`src/sv/bsim_pkg.sv`:
```
// Shared types and constants for the bank-switching IRQ mapper.
// No dependencies; every other file of the block depends on this package.
package bsim_pkg;

  // Field widths of the channel payloads
  localparam int unsigned OP_W    = 2;
  localparam int unsigned ADDR_W  = 16;
  localparam int unsigned DATA_W  = 8;
  localparam int unsigned TICK_W  = 3;
  localparam int unsigned ROM_W   = 21;
  localparam int unsigned PAGE_W  = 9;

  // Defaults
  localparam int unsigned TICK_DIVIDER_DEF = 3;
  localparam logic [PAGE_W-1:0] PAGE_COUNT_RST = 9'd32;

  // Reset values of the program bank registers
  localparam logic [7:0] PRG0_RST = 8'h00;
  localparam logic [7:0] PRG1_RST = 8'h01;
  localparam logic [7:0] PRG2_RST = 8'hFE;

  // Item operations
  typedef enum logic [OP_W-1:0] {
    OP_WRITE    = 2'd0,
    OP_TICK     = 2'd1,
    OP_PRG_READ = 2'd2,
    OP_CHR_READ = 2'd3
  } op_t;

  // Write decode: address bits 15..12
  localparam logic [3:0] REG_PRG0 = 4'h8;
  localparam logic [3:0] REG_CTRL = 4'h9;
  localparam logic [3:0] REG_PRG1 = 4'hA;
  localparam logic [3:0] REG_CHR  = 4'hB;
  localparam logic [3:0] REG_PRG2 = 4'hC;

  // Control register sub-addresses (address bits 2..0)
  localparam logic [2:0] SUB_MIRROR = 3'd1;
  localparam logic [2:0] SUB_IRQ_EN = 3'd3;
  localparam logic [2:0] SUB_RELOAD = 3'd4;
  localparam logic [2:0] SUB_HIGH   = 3'd5;
  localparam logic [2:0] SUB_LOW    = 3'd6;

  // One input item as held in the input register
  typedef struct packed {
    op_t               operation;
    logic [ADDR_W-1:0] address;
    logic [DATA_W-1:0] value;
    logic [TICK_W-1:0] tick_count;
  } item_t;

  // Bank state handed from the register file to the address translator
  typedef struct packed {
    logic [2:0][7:0]    prg_bank;
    logic [7:0][7:0]    chr_bank;
    logic [PAGE_W-1:0]  page_count;
  } banks_t;

endpackage

```
`src/sv/bsim_in_if.sv`:
```
// Input channel of the mapper: valid/ready handshake with the item fields.
// Depends on bsim_pkg for the field widths.
interface bsim_in_if;
  logic                           valid;
  logic                           ready;
  logic [bsim_pkg::OP_W-1:0]      operation;
  logic [bsim_pkg::ADDR_W-1:0]    address;
  logic [bsim_pkg::DATA_W-1:0]    value;
  logic [bsim_pkg::TICK_W-1:0]    tick_count;

  modport source (output valid, operation, address, value, tick_count, input ready);
  modport sink   (input valid, operation, address, value, tick_count, output ready);
endinterface

```
`src/sv/bsim_out_if.sv`:
```
// Result channel of the mapper: valid/ready handshake with the result fields.
// Depends on bsim_pkg for the field widths.
interface bsim_out_if;
  logic                        valid;
  logic                        ready;
  logic                        irq_line;
  logic                        mirror_mode;
  logic [bsim_pkg::ROM_W-1:0]  rom_address;

  modport source (output valid, irq_line, mirror_mode, rom_address, input ready);
  modport sink   (input valid, irq_line, mirror_mode, rom_address, output ready);
endinterface

```
`src/sv/bsim_cfg_if.sv`:
```
// Configuration write channel: carries the program page count.
// Depends on bsim_pkg for the register width.
interface bsim_cfg_if;
  logic                         valid;
  logic                         ready;
  logic [bsim_pkg::PAGE_W-1:0]  prg_page_count;

  modport source (output valid, prg_page_count, input ready);
  modport sink   (input valid, prg_page_count, output ready);
endinterface

```
`src/sv/bsim_state.sv`:
```
// Mapper register file: bank registers, mirroring, IRQ reload and down-counter.
// Applies one item per advancing cycle. Depends on bsim_pkg.
module bsim_state #(
  parameter int unsigned TICK_DIVIDER = bsim_pkg::TICK_DIVIDER_DEF
) (
  input  logic                        clk,
  input  logic                        rst_n,
  input  logic                        advance,
  input  bsim_pkg::item_t             item,
  input  logic                        cfg_we,
  input  logic [bsim_pkg::PAGE_W-1:0] cfg_data,
  output bsim_pkg::banks_t            banks,
  output logic                        irq_nxt_o,
  output logic                        mirror_nxt_o
);
  import bsim_pkg::*;

  // Phase holds values below the divider; the sum of phase and ticks fits in four bits
  localparam int unsigned PH_W      = $clog2(TICK_DIVIDER + 1);
  localparam int unsigned SUM_W     = 4;
  localparam int unsigned MAX_STEPS = (TICK_DIVIDER - 1 + 7) / TICK_DIVIDER;
  localparam logic [SUM_W-1:0] DIV_L = SUM_W'(TICK_DIVIDER);

  logic [2:0][7:0]   prg_bank_r, prg_bank_nxt;
  logic [7:0][7:0]   chr_bank_r, chr_bank_nxt;
  logic [PAGE_W-1:0] page_count_r;
  logic              mirror_r, mirror_nxt;
  logic [15:0]       counter_r, counter_nxt;
  logic [7:0]        reload_high_r, reload_high_nxt;
  logic [7:0]        reload_low_r, reload_low_nxt;
  logic              irq_en_r, irq_en_nxt;
  logic              irq_r, irq_nxt;
  logic [PH_W-1:0]   phase_r, phase_nxt;

  logic [SUM_W-1:0]  rem;
  logic [SUM_W-1:0]  dec;

  // Closed form of the tick group: count how many divider periods elapse
  always_comb begin
    rem = SUM_W'(phase_r) + SUM_W'(item.tick_count);
    dec = '0;
    for (int i = 0; i < MAX_STEPS; i++) begin
      if (rem >= DIV_L) begin
        rem = rem - DIV_L;
        dec = dec + SUM_W'(1);
      end
    end
  end

  // Next state for the item at the head of the pipeline
  always_comb begin
    prg_bank_nxt    = prg_bank_r;
    chr_bank_nxt    = chr_bank_r;
    mirror_nxt      = mirror_r;
    counter_nxt     = counter_r;
    reload_high_nxt = reload_high_r;
    reload_low_nxt  = reload_low_r;
    irq_en_nxt      = irq_en_r;
    irq_nxt         = irq_r;
    phase_nxt       = phase_r;
    case (item.operation)
      OP_WRITE: begin
        case (item.address[15:12])
          REG_PRG0: prg_bank_nxt[0] = item.value;
          REG_PRG1: prg_bank_nxt[1] = item.value;
          REG_PRG2: prg_bank_nxt[2] = item.value;
          REG_CHR:  chr_bank_nxt[item.address[2:0]] = item.value;
          REG_CTRL: begin
            case (item.address[2:0])
              SUB_MIRROR: mirror_nxt = item.value[7];
              SUB_IRQ_EN: begin
                irq_en_nxt = item.value[7];
                irq_nxt    = 1'b0;
              end
              SUB_RELOAD: begin
                counter_nxt = {reload_high_r, reload_low_r};
                irq_nxt     = 1'b0;
              end
              SUB_HIGH: reload_high_nxt = item.value;
              SUB_LOW:  reload_low_nxt  = item.value;
              default: ;
            endcase
          end
          default: ;
        endcase
      end
      OP_TICK: begin
        if (irq_en_r) begin
          phase_nxt = rem[PH_W-1:0];
          // A nonzero counter stops at zero and raises the request there
          if (counter_r != 16'd0 && dec != '0) begin
            if (16'(dec) >= counter_r) begin
              counter_nxt = 16'd0;
              irq_nxt     = 1'b1;
            end else begin
              counter_nxt = counter_r - 16'(dec);
            end
          end
        end
      end
      default: ;
    endcase
  end

  // State registers move only when the item leaves the input register
  always_ff @(posedge clk) begin
    if (!rst_n) begin
      prg_bank_r    <= {PRG2_RST, PRG1_RST, PRG0_RST};
      chr_bank_r    <= '0;
      mirror_r      <= 1'b0;
      counter_r     <= '0;
      reload_high_r <= '0;
      reload_low_r  <= '0;
      irq_en_r      <= 1'b0;
      irq_r         <= 1'b0;
      phase_r       <= '0;
    end else if (advance) begin
      prg_bank_r    <= prg_bank_nxt;
      chr_bank_r    <= chr_bank_nxt;
      mirror_r      <= mirror_nxt;
      counter_r     <= counter_nxt;
      reload_high_r <= reload_high_nxt;
      reload_low_r  <= reload_low_nxt;
      irq_en_r      <= irq_en_nxt;
      irq_r         <= irq_nxt;
      phase_r       <= phase_nxt;
    end
  end

  // Page count register, written from the configuration port
  always_ff @(posedge clk) begin
    if (!rst_n) begin
      page_count_r <= PAGE_COUNT_RST;
    end else if (cfg_we) begin
      page_count_r <= cfg_data;
    end
  end

  assign banks.prg_bank   = prg_bank_r;
  assign banks.chr_bank   = chr_bank_r;
  assign banks.page_count = page_count_r;
  assign irq_nxt_o        = irq_nxt;
  assign mirror_nxt_o     = mirror_nxt;

endmodule

```
`src/sv/bsim_xlate.sv`:
```
// Read address translation: program and character windows to ROM byte address.
// Purely combinational. Depends on bsim_pkg.
module bsim_xlate (
  input  bsim_pkg::item_t            item,
  input  bsim_pkg::banks_t           banks,
  output logic [bsim_pkg::ROM_W-1:0] rom_address
);
  import bsim_pkg::*;

  logic [1:0]  window;
  logic [7:0]  prg_sel;
  logic [8:0]  last_page;
  logic [7:0]  chr_sel;

  // The top window is tied to the final page; the others follow their registers
  always_comb begin
    window    = item.address[14:13];
    last_page = banks.page_count - PAGE_W'(1);
    if (window == 2'd3) begin
      prg_sel = last_page[7:0];
    end else begin
      prg_sel = banks.prg_bank[window];
    end
    chr_sel = banks.chr_bank[item.address[12:10]];
  end

  // Writes and ticks report zero, as do reads outside the mapped windows
  always_comb begin
    case (item.operation)
      OP_PRG_READ: begin
        if (item.address[15]) begin
          rom_address = {prg_sel, item.address[12:0]};
        end else begin
          rom_address = '0;
        end
      end
      OP_CHR_READ: begin
        if (item.address[15:13] == 3'd0) begin
          rom_address = {3'd0, chr_sel, item.address[9:0]};
        end else begin
          rom_address = '0;
        end
      end
      default: rom_address = '0;
    endcase
  end

endmodule

```
`src/sv/bank_switch_irq_mapper_core.sv`:
```
// Top level of the bank-switching IRQ mapper. Depends on bsim_pkg, the three
// channel interfaces, bsim_state and bsim_xlate.
//
// The core takes one item per clock and returns exactly one result beat per
// item, in order. An accepted item sits in the input register, is applied to
// the mapper registers and lands in the result register; the core sustains one
// item per cycle, stalling only while the result register holds an untaken
// beat. The tick divider loop is resolved combinationally, and the
// configuration port is always ready; write it only while the core is idle.
module bank_switch_irq_mapper_core #(
  parameter int unsigned TICK_DIVIDER = bsim_pkg::TICK_DIVIDER_DEF
) (
  input  logic           clk,
  input  logic           rst_n,
  bsim_in_if.sink        in_ch,
  bsim_out_if.source     out_ch,
  bsim_cfg_if.sink       cfg_ch
);
  import bsim_pkg::*;

  logic                in_v_r;
  item_t               in_item_r;
  logic                out_v_r;
  logic                out_irq_r;
  logic                out_mirror_r;
  logic [ROM_W-1:0]    out_rom_r;

  logic                advance;
  banks_t              banks;
  logic                irq_nxt;
  logic                mirror_nxt;
  logic [ROM_W-1:0]    rom_address;

  // Item advances whenever the result register is free or being emptied
  assign advance     = in_v_r && (!out_v_r || out_ch.ready);
  assign in_ch.ready = !in_v_r || advance;
  assign cfg_ch.ready = 1'b1;

  // Input register
  always_ff @(posedge clk) begin
    if (!rst_n) begin
      in_v_r <= 1'b0;
    end else if (in_ch.ready) begin
      in_v_r <= in_ch.valid;
    end
  end

  always_ff @(posedge clk) begin
    if (in_ch.valid && in_ch.ready) begin
      in_item_r.operation  <= op_t'(in_ch.operation);
      in_item_r.address    <= in_ch.address;
      in_item_r.value      <= in_ch.value;
      in_item_r.tick_count <= in_ch.tick_count;
    end
  end

  bsim_state #(
    .TICK_DIVIDER (TICK_DIVIDER)
  ) u_state (
    .clk          (clk),
    .rst_n        (rst_n),
    .advance      (advance),
    .item         (in_item_r),
    .cfg_we       (cfg_ch.valid && cfg_ch.ready),
    .cfg_data     (cfg_ch.prg_page_count),
    .banks        (banks),
    .irq_nxt_o    (irq_nxt),
    .mirror_nxt_o (mirror_nxt)
  );

  bsim_xlate u_xlate (
    .item        (in_item_r),
    .banks       (banks),
    .rom_address (rom_address)
  );

  // Result register
  always_ff @(posedge clk) begin
    if (!rst_n) begin
      out_v_r <= 1'b0;
    end else if (advance) begin
      out_v_r <= 1'b1;
    end else if (out_ch.ready) begin
      out_v_r <= 1'b0;
    end
  end

  always_ff @(posedge clk) begin
    if (advance) begin
      out_irq_r    <= irq_nxt;
      out_mirror_r <= mirror_nxt;
      out_rom_r    <= rom_address;
    end
  end

  assign out_ch.valid       = out_v_r;
  assign out_ch.irq_line    = out_irq_r;
  assign out_ch.mirror_mode = out_mirror_r;
  assign out_ch.rom_address = out_rom_r;

endmodule

```
`src/flat_wrapper.sv`:
```
// flat-port wrapper written by rule: the top's interface ports become plain ports
module bank_switch_irq_mapper_core_flat import bsim_pkg::*;
#(
  parameter int unsigned TICK_DIVIDER = bsim_pkg::TICK_DIVIDER_DEF
)
  (clk, rst_n, in_ch_valid, in_ch_operation, in_ch_address, in_ch_value, in_ch_tick_count, in_ch_ready, out_ch_valid, out_ch_irq_line, out_ch_mirror_mode, out_ch_rom_address, out_ch_ready, cfg_ch_valid, cfg_ch_prg_page_count, cfg_ch_ready);
  bsim_in_if in_ch_i ();
  bsim_out_if out_ch_i ();
  bsim_cfg_if cfg_ch_i ();
  input  logic clk;
  input  logic rst_n;
  input wire logic [$bits(in_ch_i.valid)-1:0] in_ch_valid;
  input wire logic [$bits(in_ch_i.operation)-1:0] in_ch_operation;
  input wire logic [$bits(in_ch_i.address)-1:0] in_ch_address;
  input wire logic [$bits(in_ch_i.value)-1:0] in_ch_value;
  input wire logic [$bits(in_ch_i.tick_count)-1:0] in_ch_tick_count;
  output wire logic [$bits(in_ch_i.ready)-1:0] in_ch_ready;
  output wire logic [$bits(out_ch_i.valid)-1:0] out_ch_valid;
  output wire logic [$bits(out_ch_i.irq_line)-1:0] out_ch_irq_line;
  output wire logic [$bits(out_ch_i.mirror_mode)-1:0] out_ch_mirror_mode;
  output wire logic [$bits(out_ch_i.rom_address)-1:0] out_ch_rom_address;
  input wire logic [$bits(out_ch_i.ready)-1:0] out_ch_ready;
  input wire logic [$bits(cfg_ch_i.valid)-1:0] cfg_ch_valid;
  input wire logic [$bits(cfg_ch_i.prg_page_count)-1:0] cfg_ch_prg_page_count;
  output wire logic [$bits(cfg_ch_i.ready)-1:0] cfg_ch_ready;
  assign in_ch_i.valid = in_ch_valid;
  assign in_ch_i.operation = in_ch_operation;
  assign in_ch_i.address = in_ch_address;
  assign in_ch_i.value = in_ch_value;
  assign in_ch_i.tick_count = in_ch_tick_count;
  assign in_ch_ready = in_ch_i.ready;
  assign out_ch_valid = out_ch_i.valid;
  assign out_ch_irq_line = out_ch_i.irq_line;
  assign out_ch_mirror_mode = out_ch_i.mirror_mode;
  assign out_ch_rom_address = out_ch_i.rom_address;
  assign out_ch_i.ready = out_ch_ready;
  assign cfg_ch_i.valid = cfg_ch_valid;
  assign cfg_ch_i.prg_page_count = cfg_ch_prg_page_count;
  assign cfg_ch_ready = cfg_ch_i.ready;
  bank_switch_irq_mapper_core #(.TICK_DIVIDER(TICK_DIVIDER)) u_core (.clk(clk), .rst_n(rst_n), .in_ch(in_ch_i), .out_ch(out_ch_i), .cfg_ch(cfg_ch_i));
endmodule
```
`config.mk`:
```
export PLATFORM = sky130hd
export DESIGN_NAME = bank_switch_irq_mapper_core_flat
export DESIGN_NICKNAME = d
export VERILOG_FILES = /design/src/sv/bsim_pkg.sv /design/src/sv/bsim_in_if.sv /design/src/sv/bsim_out_if.sv /design/src/sv/bsim_cfg_if.sv /design/src/sv/bsim_state.sv /design/src/sv/bsim_xlate.sv /design/src/sv/bank_switch_irq_mapper_core.sv /design/src/flat_wrapper.sv
export SDC_FILE = /design/constraint.sdc
export NUM_CORES = 1
export LEC_CHECK = 0
export BUFFER_PORTS_ARGS = -buffer_cell sky130_fd_sc_hd__buf_4
export CORE_MARGIN = 3
export CORE_UTILIZATION = 40
export CTS_BUF_LIST = sky130_fd_sc_hd__clkbuf_4
export CTS_CLUSTER_DIAMETER = 120
export CTS_CLUSTER_SIZE = 14
export DETAILED_ROUTE_END_ITERATION = 8
export PLACE_DENSITY = 0.64
export SETUP_SLACK_MARGIN = 0.02
export SYNTH_ARGS = -nofsm -noshare
export SYNTH_HDL_FRONTEND = slang
export SYNTH_SLANG_ARGS = --single-unit
```
`constraint.sdc`:
```
create_clock -name clk -period 17.29 [get_ports clk]
set_clock_uncertainty 0.15 [all_clocks]
set_input_delay 2.5935 -clock clk [delete_from_list [all_inputs] [get_ports clk]]
set_output_delay 2.5935 -clock clk [all_outputs]
set_load 0.03 [all_outputs]
```
==> results.sh, run 1 <==
export IMPL_slew_violations=0
export IMPL_clkPwrFrac_pct=32.7
export IMPL_fmax_mhz=155
export IMPL_grt_max_degree=102
export IMPL_min_path_type="reg -> reg"
export IMPL_worst_path_max_fanout=11
export IMPL_final_common_cell="dfxtp_1"
export IMPL_synthCells=835
export IMPL_yosys_most_used_dff="dfxtp_1"
export IMPL_via_per_inst=5.32
export IMPL_io_pins=69
export IMPL_core_um2=21200
export IMPL_setup_tns_ns=0
export IMPL_die_y_um=154
export IMPL_dp_hpwl_um=13100
export IMPL_wirelength_um=19700
export IMPL_synth_edf_count=52
export IMPL_yosysWarnings=0
export IMPL_synth_avg_cell_area_um2=10.5
export IMPL_netlist_area_um2=8730
export IMPL_postCtsHoldBufs=0
export IMPL_p_leak_nw=3.63
export IMPL_clk_latency_ns=0.57
export IMPL_ys_async_sr_fraction_pct=0
export IMPL_io_buffers=66
export IMPL_power_density_nw_per_um2=86.9
export IMPL_ys_ff_latch=187
export IMPL_utilization_pct=45.8
export IMPL_drive_gt1_share_pct=16.9
export IMPL_crit_arrival_ns=6.78
export IMPL_seq_area_frac_synth_pct=48.8
export IMPL_grt_pass1_wl_um=31700
export IMPL_numClockSinks=187
export IMPL_drtIter0Drc=417
export IMPL_regToRegSetupSlack_ns=10.85
export IMPL_finalHoldViolations=0
export IMPL_required_ns=17.63
export IMPL_cts_buffers=17
export IMPL_layout_common_cells="dfxtp_1 (135), nor2_1 (124), mux2i_1 (122)"
export IMPL_die_area_um2=23600
export IMPL_finalSetupViolCount=0
export IMPL_finalCritPeriodShare_pct=37.2
export IMPL_drtPass1Iterations=5
export IMPL_fin_crit_ns=6.44
export IMPL_overflow=0
export IMPL_vdd_drop_max_mv=0.0548
export IMPL_syn_to_final_growth_pct=11.3
export IMPL_tightest_slew_ns=1.17
export IMPL_gp_congestion=0.822
export IMPL_yosysTopAreaCellShare_pct=30.9
export IMPL_h_tree_depth=4
export IMPL_vias=6196
export IMPL_p_seq_share_pct=56.1
export IMPL_grt_total_usage_pct=16.6
export IMPL_post_cts_setup_buffers=0
export IMPL_cts_resized=0
export IMPL_max_cap_violations=0
export IMPL_initial_core_util_pct=41.2
export IMPL_end_kind="flop"
export IMPL_max_slew_margin_pct=22.0
export IMPL_pwr_share_comb_pct=11.2
export IMPL_status="finished clean"
export IMPL_swShare_pct=27.0
export IMPL_cp_start_kind="flop"
export IMPL_num_rows=53
export IMPL_antenna_found_initial=1
export IMPL_synth_fp_nets=891
export IMPL_drc_errors=0
export IMPL_ant_nets=0
export IMPL_root_buffer="clkbuf_4"
export IMPL_rsz0062_at_grt="false"
export IMPL_p_int_mw=0.617
export IMPL_clock_path_buffers=2
export IMPL_synth_cell_type_count=66
export IMPL_grt_pass1_vias=5892
export IMPL_yosys_top_cells_area="dfxtp_1 (31%), edfxtp_1 (18%), mux2i_1 (14%)"
export IMPL_path_class="reg -> reg"
export IMPL_path_clk_slew_ns=0.16
export IMPL_synth_area_leader_cell="dfxtp_1"
export IMPL_cts_tree="built"
export IMPL_die_w_um=154
export IMPL_p_switching_mw=0.228
export IMPL_final_nets=932
export IMPL_wl_per_cell_um=16.9
==> power groups by stage <==
stage	Sequential, mW	Combinational, mW	Clock, mW
floorplan	0.479	0.0685	0
global placement	0.483	0.0940	0
detailed placement	0.483	0.0946	0
CTS	0.474	0.0953	0.283
global route	0.475	0.104	0.302
finish	0.474	0.0950	0.276
==> worst max-delay path: stages, from the launching register on <==
cell	delay (ns)
dfxtp_1	0.38
ha_1	0.22
inv_1	0.07
fa_1	0.48
a211o_1	0.34
a211oi_4	0.37
xnor2_1	0.15
ha_1	0.30
or4_1	0.59
and2_1	0.19
ha_1	0.23
a211oi_2	0.67
a21oi_1	0.10
ha_1	0.25
fa_1	0.49
a21oi_1	0.19
nor3_2	0.13
nand2b_1	0.39
a31oi_1	0.30
nor4_1	0.07
o32ai_1	0.29
==> layer usage <==
metal | part of all wire [%] | vias to the layer above | GRT usage (%)
met5 | 0 | - | 0
met1 | 50 | 2988 | 24.7
met3 | 4.7 | 12 | 3.80
met4 | 0.97 | 0 | 3.24
li1 | - | 3058 | -
met2 | 44 | 138 | 24.8
==> worst paths after layout <==
| check | startpoint | endpoint | cells past startpoint |
|---|---|---|---|
| min | u_core.u_state.banks[23] | u_core.u_state.banks[23] | 2 |
| max reg2reg | u_core.u_state.phase_r[0] | u_core.u_state.counter_r[8] | 20 |
| max | u_core.u_state.phase_r[0] | u_core.u_state.counter_r[8] | 20 |
| min reg2reg | u_core.u_state.banks[23] | u_core.u_state.banks[23] | 2 |
==> final cells by class <==
class	count	area, um^2
Clock buffer	17	128
Multi-Input combinational cell	578	4140
Timing Repair Buffer	75	563
Clock inverter	15	210
Antenna cell	1	2.50
Inverter	17	65.1
Fill cell	2018	11500
Tap cell	275	344
Sequential cell	187	4260
==> cells by family after synthesis <==
group | after synthesis | synth area share, %
flip-flops | 187 | 48.8
AND/OR/NAND/NOR | 314 | 17.1
AO/OA/AOI/OAI | 89 | 7.08
other | 1 | 0.0429
adder cells (fa/ha/maj) | 13 | 2.03
buffers and inverters | 70 | 3.74
XOR/XNOR | 14 | 1.40
multiplexers | 147 | 19.8
==> Yosys cell counts, types with 14 or more instances <==
cell,count
nor2_1,124
inv_1,17
clkbuf_1,39
mux2i_1,122
nor2b_1,16
dfxtp_1,135
nand3_1,14
nand2_1,83
edfxtp_1,52
mux4_2,20
a21oi_1,20
o21ai_0,23
==> sequential cells by signal, indices dropped and copies added, names as in the netlist, 2 cells and up <==
signal,flops
u_core.in_item_r,29
u_core.out_ch.rom_address,21
u_core.u_state.reload_low_r,8
u_core.u_state.banks,88
u_core.u_state.counter_r,16
u_core.u_state.page_count_r,8
u_core.u_state.phase_r,2
u_core.u_state.reload_high_r,8
==> metrics by stage <==
stage          instances  setup WS, ns  hold WS (ns)  total power, mW  area [um^2]
3_3_place_gp        1132         10.97         0.290            0.577         9380
2_1_floorplan        835         11.55         0.283            0.547         8730
5_1_grt             1165         10.36         0.325            0.882         9720
6_report            1165         10.85         0.313            0.845         9720
4_1_cts             1164         10.87         0.313            0.852         9720
3_5_place_dp        1132         10.91         0.293            0.578         9380
Power figures use the tool's default switching activity.
==> run 2: changes to the inputs <==
==> constraint.sdc (replaced) <==
create_clock -name clk -period 6.6 [get_ports clk]
set_clock_uncertainty 0.15 [all_clocks]
set_input_delay 0.99 -clock clk [delete_from_list [all_inputs] [get_ports clk]]
set_output_delay 0.99 -clock clk [all_outputs]
set_load 0.03 [all_outputs]
==> results.sh, run 2 (synthesized netlist as in run 1, its figures left out) <==
export IMPL_drive_gt1_share_pct=17.1
export IMPL_power_density_nw_per_um2=223
export IMPL_clk_latency_ns=0.59
export IMPL_io_buffers=66
export IMPL_cts_buffers=17
export IMPL_crit_top_cell="ha_1"
export IMPL_fin_area_um2=9710
export IMPL_multi_input_area_um2=4150
export IMPL_die_y_um=154
export IMPL_syn_to_final_growth_pct=11.1
export IMPL_grt_total_usage_pct=16.7
export IMPL_max_cap_violations=0
export IMPL_regToRegSetupSlack_ns=0.47
export IMPL_core_um2=21200
export IMPL_min_path_type="reg -> reg"
export IMPL_critical_path_depth=23
export IMPL_drc_errors=0
export IMPL_reg2reg_from="u_core.u_state.phase_r[0]"
export IMPL_finalSetupViolCount=0
export IMPL_vias=6173
export IMPL_largest_reg_flops=88
export IMPL_final_nets=934
export IMPL_via_per_inst=5.29
export IMPL_reg2reg_depth=23
export IMPL_fillCellCount=2036
export IMPL_setup_tns_ns=0
export IMPL_gp_congestion=0.795
export IMPL_vdd_drop_max_mv=0.110
export IMPL_antenna_found_initial=1
export IMPL_drtIter0Drc=455
export IMPL_initial_core_util_pct=41.2
export IMPL_grt_max_degree=90
export IMPL_crit_chain="ha_1 > inv_1 > fa_1 > inv_1 > ha_1 > a211oi_4 > xnor2_1 > ha_1 > or4_1 > and2_1 > ha_1 > nand4bb_1 > and2_1 > nand2_1 > o21ai_0 > ha_1 > nor2b_1 > o21a_1 > or4_1 > or3_2 > a21oi_1 > o21ai_0 > mux2i_1"
export IMPL_endpoint="u_core.u_state.counter_r[11]"
export IMPL_crit_arrival_ns=6.51
export IMPL_fin_crit_ns=6.13
export IMPL_die_area_um2=23600
export IMPL_worst_path_dominant_cell_family="simple AND/OR/NAND/NOR gates"
export IMPL_h_tree_depth=4
export IMPL_io_pins=69
export IMPL_root_buffer="clkbuf_4"
export IMPL_finalPower_mw=2.17
export IMPL_worst_path_max_fanout=7
export IMPL_crit_buf_inv=2
export IMPL_fmax_mhz=163
export IMPL_final_common_cell="dfxtp_1"
export IMPL_overflow=0
export IMPL_path_class="reg -> reg"
export IMPL_grt_pass1_wl_um=31900
export IMPL_num_rows=53
export IMPL_finalHoldViolations=0
export IMPL_tightest_slew_ns=1.15
export IMPL_wl_per_cell_um=17.1
export IMPL_grt_pass1_vias=5974
export IMPL_max_slew_margin_pct=22.4
export IMPL_cp_slowest_cell="or4_1"
export IMPL_p_leak_nw=3.63
export IMPL_required_ns=6.98
export IMPL_numClockSinks=187
export IMPL_layout_common_cells="dfxtp_1 (135), nor2_1 (124), mux2i_1 (122)"
export IMPL_r2r_end="u_core.u_state.counter_r[11]"
export IMPL_finalCritPeriodShare_pct=93.0
export IMPL_cp_start_kind="flop"
export IMPL_clock_path_buffers=2
export IMPL_placed_cell_area_um2=9380
export IMPL_end_kind="flop"
export IMPL_cpPeakStageDelay_ns=0.59
export IMPL_dp_hpwl_um=13100
export IMPL_status="finished clean"
export IMPL_cts_tree="built"
export IMPL_crit_path_start="u_core.u_state.phase_r[0]"
export IMPL_drtPass1Iterations=5
export IMPL_postCtsHoldBufs=0
export IMPL_ant_nets=0
export IMPL_rsz0062_at_grt="false"
export IMPL_wirelength_um=19900
export IMPL_die_w_um=154
export IMPL_seqCellArea_um2=4260
export IMPL_path_clk_slew_ns=0.16
export IMPL_slew_violations=0
-- run 2: tightest hold or removal path, stage by stage, from the launching register on --
cell and delay [ns]:
dfxtp_1 0.34, nand2_1 0.05, a21oi_1 0.05
-- run 2: what timing repair did --
action                     4_1_cts  5_1_grt
setup buffers                    0        2
resized for setup                0        2
setup endpoints to repair        0        4
-- run 2: layout make-up --
cell class	instances	share of cell area [%]
clock buffer	17	1.31
inverter	17	0.670
timing repair buffer	77	5.96
multi-input combinational	578	42.7
sequential	187	43.9
tap	275	3.54
antenna	1	0.0258
clock inverter	15	1.83
-- run 2: worst min-delay path by stage --
stage | endpoint | startpoint | cells after the start | slack [ns]
2_1_floorplan | u_core.u_state.banks[17] | u_core.u_state.banks[17] | 2 | 0.28
5_1_grt | u_core.u_state.banks[19] | u_core.u_state.banks[19] | 2 | 0.34
3_3_place_gp | u_core.u_state.banks[21] | u_core.u_state.banks[21] | 2 | 0.29
3_5_place_dp | u_core.u_state.banks[18] | u_core.u_state.banks[18] | 2 | 0.30
6_report | u_core.u_state.banks[17] | u_core.u_state.banks[17] | 2 | 0.32
4_1_cts | u_core.u_state.banks[18] | u_core.u_state.banks[18] | 2 | 0.32
-- run 2: through the flow --
| step | setup WS, ns | utilization (%) | hold slack [ns] | instances |
|---|---|---|---|---|
| 2_1_floorplan | 0.862 | - | 0.283 | 835 |
| 6_report | 0.465 | 45.7 | 0.317 | 1167 |
| 3_3_place_gp | 0.436 | 44.2 | 0.290 | 1132 |
| 3_5_place_dp | 0.424 | 44.2 | 0.297 | 1132 |
| 5_1_grt | 0.0426 | 45.7 | 0.341 | 1167 |
| 4_1_cts | 0.343 | 45.6 | 0.316 | 1164 |
-- run 2: report_power, final --
part | total (mW) | switching [mW] | internal [mW]
combinational | 0.255 | 0.147 | 0.109
sequential | 1.24 | 0.0366 | 1.20
clock | 0.671 | 0.432 | 0.239
total | 2.17 | 0.616 | 1.55
-- run 2: metal layers --
metal / share of wire [%] / vias to the layer above / GRT usage [%]
met1: 51 / 2977 / 24.6
met2: 44 / 128 / 25.1
met5: 0 / - / 0
li1: - / 3057 / -
met3: 4.4 / 11 / 4.22
met4: 0.82 / 0 / 3.78
==> run 3: changes to the inputs <==
==> constraint.sdc (replaced) <==
create_clock -name clk -period 7.35 [get_ports clk]
set_clock_uncertainty 0.15 [all_clocks]
set_input_delay 1.1025 -clock clk [delete_from_list [all_inputs] [get_ports clk]]
set_output_delay 1.1025 -clock clk [all_outputs]
set_load 0.03 [all_outputs]
==> results.sh, run 3 (synthesized netlist as in run 1, its figures left out) <==
export IMPL_status="finished clean"
export IMPL_cts_tree="built"
export IMPL_initial_core_util_pct=41.2
export IMPL_required_ns=7.65
export IMPL_finalHoldViolations=0
export IMPL_fmax_mhz=158
export IMPL_end_kind="flop"
export IMPL_grt_max_degree=97
export IMPL_cts_resized=0
export IMPL_rsz0062_at_grt="false"
export IMPL_vdd_drop_max_mv=0.0940
export IMPL_largest_reg_flops=88
export IMPL_worst_path_max_fanout=7
export IMPL_drc_errors=0
export IMPL_die_area_um2=23600
export IMPL_clk_latency_ns=0.56
export IMPL_layout_common_cells="dfxtp_1 (135), nor2_1 (124), mux2i_1 (122)"
export IMPL_p_leak_nw=3.59
export IMPL_crit_top_cell="ha_1"
export IMPL_hold_start="u_core.u_state.banks[18]"
export IMPL_final_nets=931
export IMPL_power_density_nw_per_um2=193
export IMPL_root_buffer="clkbuf_4"
export IMPL_fin_crit_ns=6.35
export IMPL_cp_slowest_cell="or4_1"
export IMPL_die_w_um=154
export IMPL_min_path_type="reg -> reg"
export IMPL_dpl_worst_slack_ns=1.09
export IMPL_via_per_inst=5.31
export IMPL_cts_buffers=17
export IMPL_h_tree_depth=4
export IMPL_crit_buf_inv=1
export IMPL_finalCritPeriodShare_pct=86.4
export IMPL_grt_pass1_wl_um=31200
export IMPL_overflow=0
export IMPL_setup_slack_ns=1.00
export IMPL_path_clk_slew_ns=0.15
export IMPL_max_slew_margin_pct=23.6
export IMPL_crit_arrival_ns=6.65
export IMPL_slew_violations=0
export IMPL_io_buffers=66
export IMPL_die_y_um=154
export IMPL_tightest_slew_ns=1.14
export IMPL_clock_path_buffers=2
export IMPL_cp_start_kind="flop"
export IMPL_max_cap_violations=0
export IMPL_drive_gt1_share_pct=16.7
export IMPL_postCtsHoldBufs=0
export IMPL_num_rows=53
export IMPL_antenna_found_initial=1
export IMPL_wirelength_um=19600
export IMPL_io_pins=69
export IMPL_post_cts_setup_buffers=0
export IMPL_drtPass1Iterations=5
export IMPL_numClockSinks=187
export IMPL_grt_pass1_vias=5859
export IMPL_crit_chain="ha_1 > inv_1 > fa_1 > a211o_1 > a211oi_4 > xnor2_1 > ha_1 > or4_1 > and2_1 > ha_1 > nand4bb_1 > and2_0 > nand2_1 > o21ai_0 > ha_1 > nor2b_1 > o21a_1 > or4_1 > o41ai_1 > nor4b_1 > o32ai_1"
export IMPL_gp_congestion=0.804
export IMPL_crit_path_start="u_core.u_state.phase_r[0]"
export IMPL_drtIter0Drc=384
export IMPL_finalSetupViolCount=0
export IMPL_dp_hpwl_um=13100
export IMPL_worst_path_dominant_cell_family="simple AND/OR/NAND/NOR gates"
export IMPL_reg2reg_from="u_core.u_state.phase_r[0]"
export IMPL_path_class="reg -> reg"
export IMPL_syn_to_final_growth_pct=10.3
export IMPL_ant_nets=0
export IMPL_cpPeakStageDelay_ns=0.59
export IMPL_vias=6177
export IMPL_grt_total_usage_pct=16.4
export IMPL_wl_per_cell_um=16.8
export IMPL_core_um2=21200
export IMPL_final_common_cell="dfxtp_1"
export IMPL_setup_tns_ns=0
==> run 3: cell types whose count changed in the layout (fill, tap and decap cells not counted), sizes merged <==
cell	delta
clkinvlp	+2
inv	-5
clkbuf	+1
clkinv	+3
bufinv	-1
buf	-3
==> run 3: worst paths after layout <==
check                                 end  slack (ns)  depth (start not counted)
max          u_core.u_state.counter_r[13]        1.00                         21
min              u_core.u_state.banks[18]        0.32                          2
max reg2reg  u_core.u_state.counter_r[13]        1.00                         21
min reg2reg      u_core.u_state.banks[18]        0.32                          2
==> run 3: per-stage QoR <==
step | power (mW) | utilization [%] | instances | hold slack, ns | cell area (um^2)
floorplan | 1.29 | - | 835 | 0.283 | 8730
global placement | 1.36 | 44.2 | 1131 | 0.290 | 9370
detailed placement | 1.36 | 44.2 | 1131 | 0.298 | 9370
CTS | 1.88 | 45.4 | 1163 | 0.317 | 9630
global route | 1.95 | 45.4 | 1164 | 0.343 | 9630
finish | 1.86 | 45.4 | 1164 | 0.317 | 9630
==> run 3: worst reg2reg max path, cell delays in order, from the launching register on <==
cell and delay, ns:
dfxtp_1 0.36, ha_1 0.21, inv_1 0.07, fa_1 0.49, a211o_1 0.34, a211oi_4 0.37, xnor2_1 0.16, ha_1 0.30
or4_1 0.59, and2_1 0.19, ha_1 0.23, nand4bb_1 0.28, and2_0 0.31, nand2_1 0.12, o21ai_0 0.10, ha_1 0.30
nor2b_1 0.13, o21a_1 0.21, or4_1 0.52, o41ai_1 0.39, nor4b_1 0.29, o32ai_1 0.13
==> run 3: metal layers <==
| metal | track usage [%] | part of all wire, % | vias up |
|---|---|---|---|
| met5 | 0 | 0 | - |
| met4 | 4.12 | 1.3 | 0 |
| met3 | 3.15 | 4.6 | 17 |
| met2 | 24.5 | 44 | 138 |
| met1 | 24.5 | 50 | 2967 |
| li1 | - | - | 3055 |
==> run 3: cell type report <==
cell class	count	area, um^2
Timing Repair Buffer	74	556
Inverter	17	65.1
Clock inverter	14	120
Tap cell	275	344
Sequential cell	187	4260
Fill cell	2019	11600
Antenna cell	1	2.50
Multi-Input combinational cell	578	4140
Clock buffer	18	135
==> run 3: report_power, final <==
part	leakage (nW)	internal, mW	total, mW	switching [mW]
combinational	1.87	0.0941	0.224	0.130
sequential	1.58	1.08	1.11	0.0332
clock	0.136	0.172	0.523	0.351
total	3.59	1.35	1.86	0.515
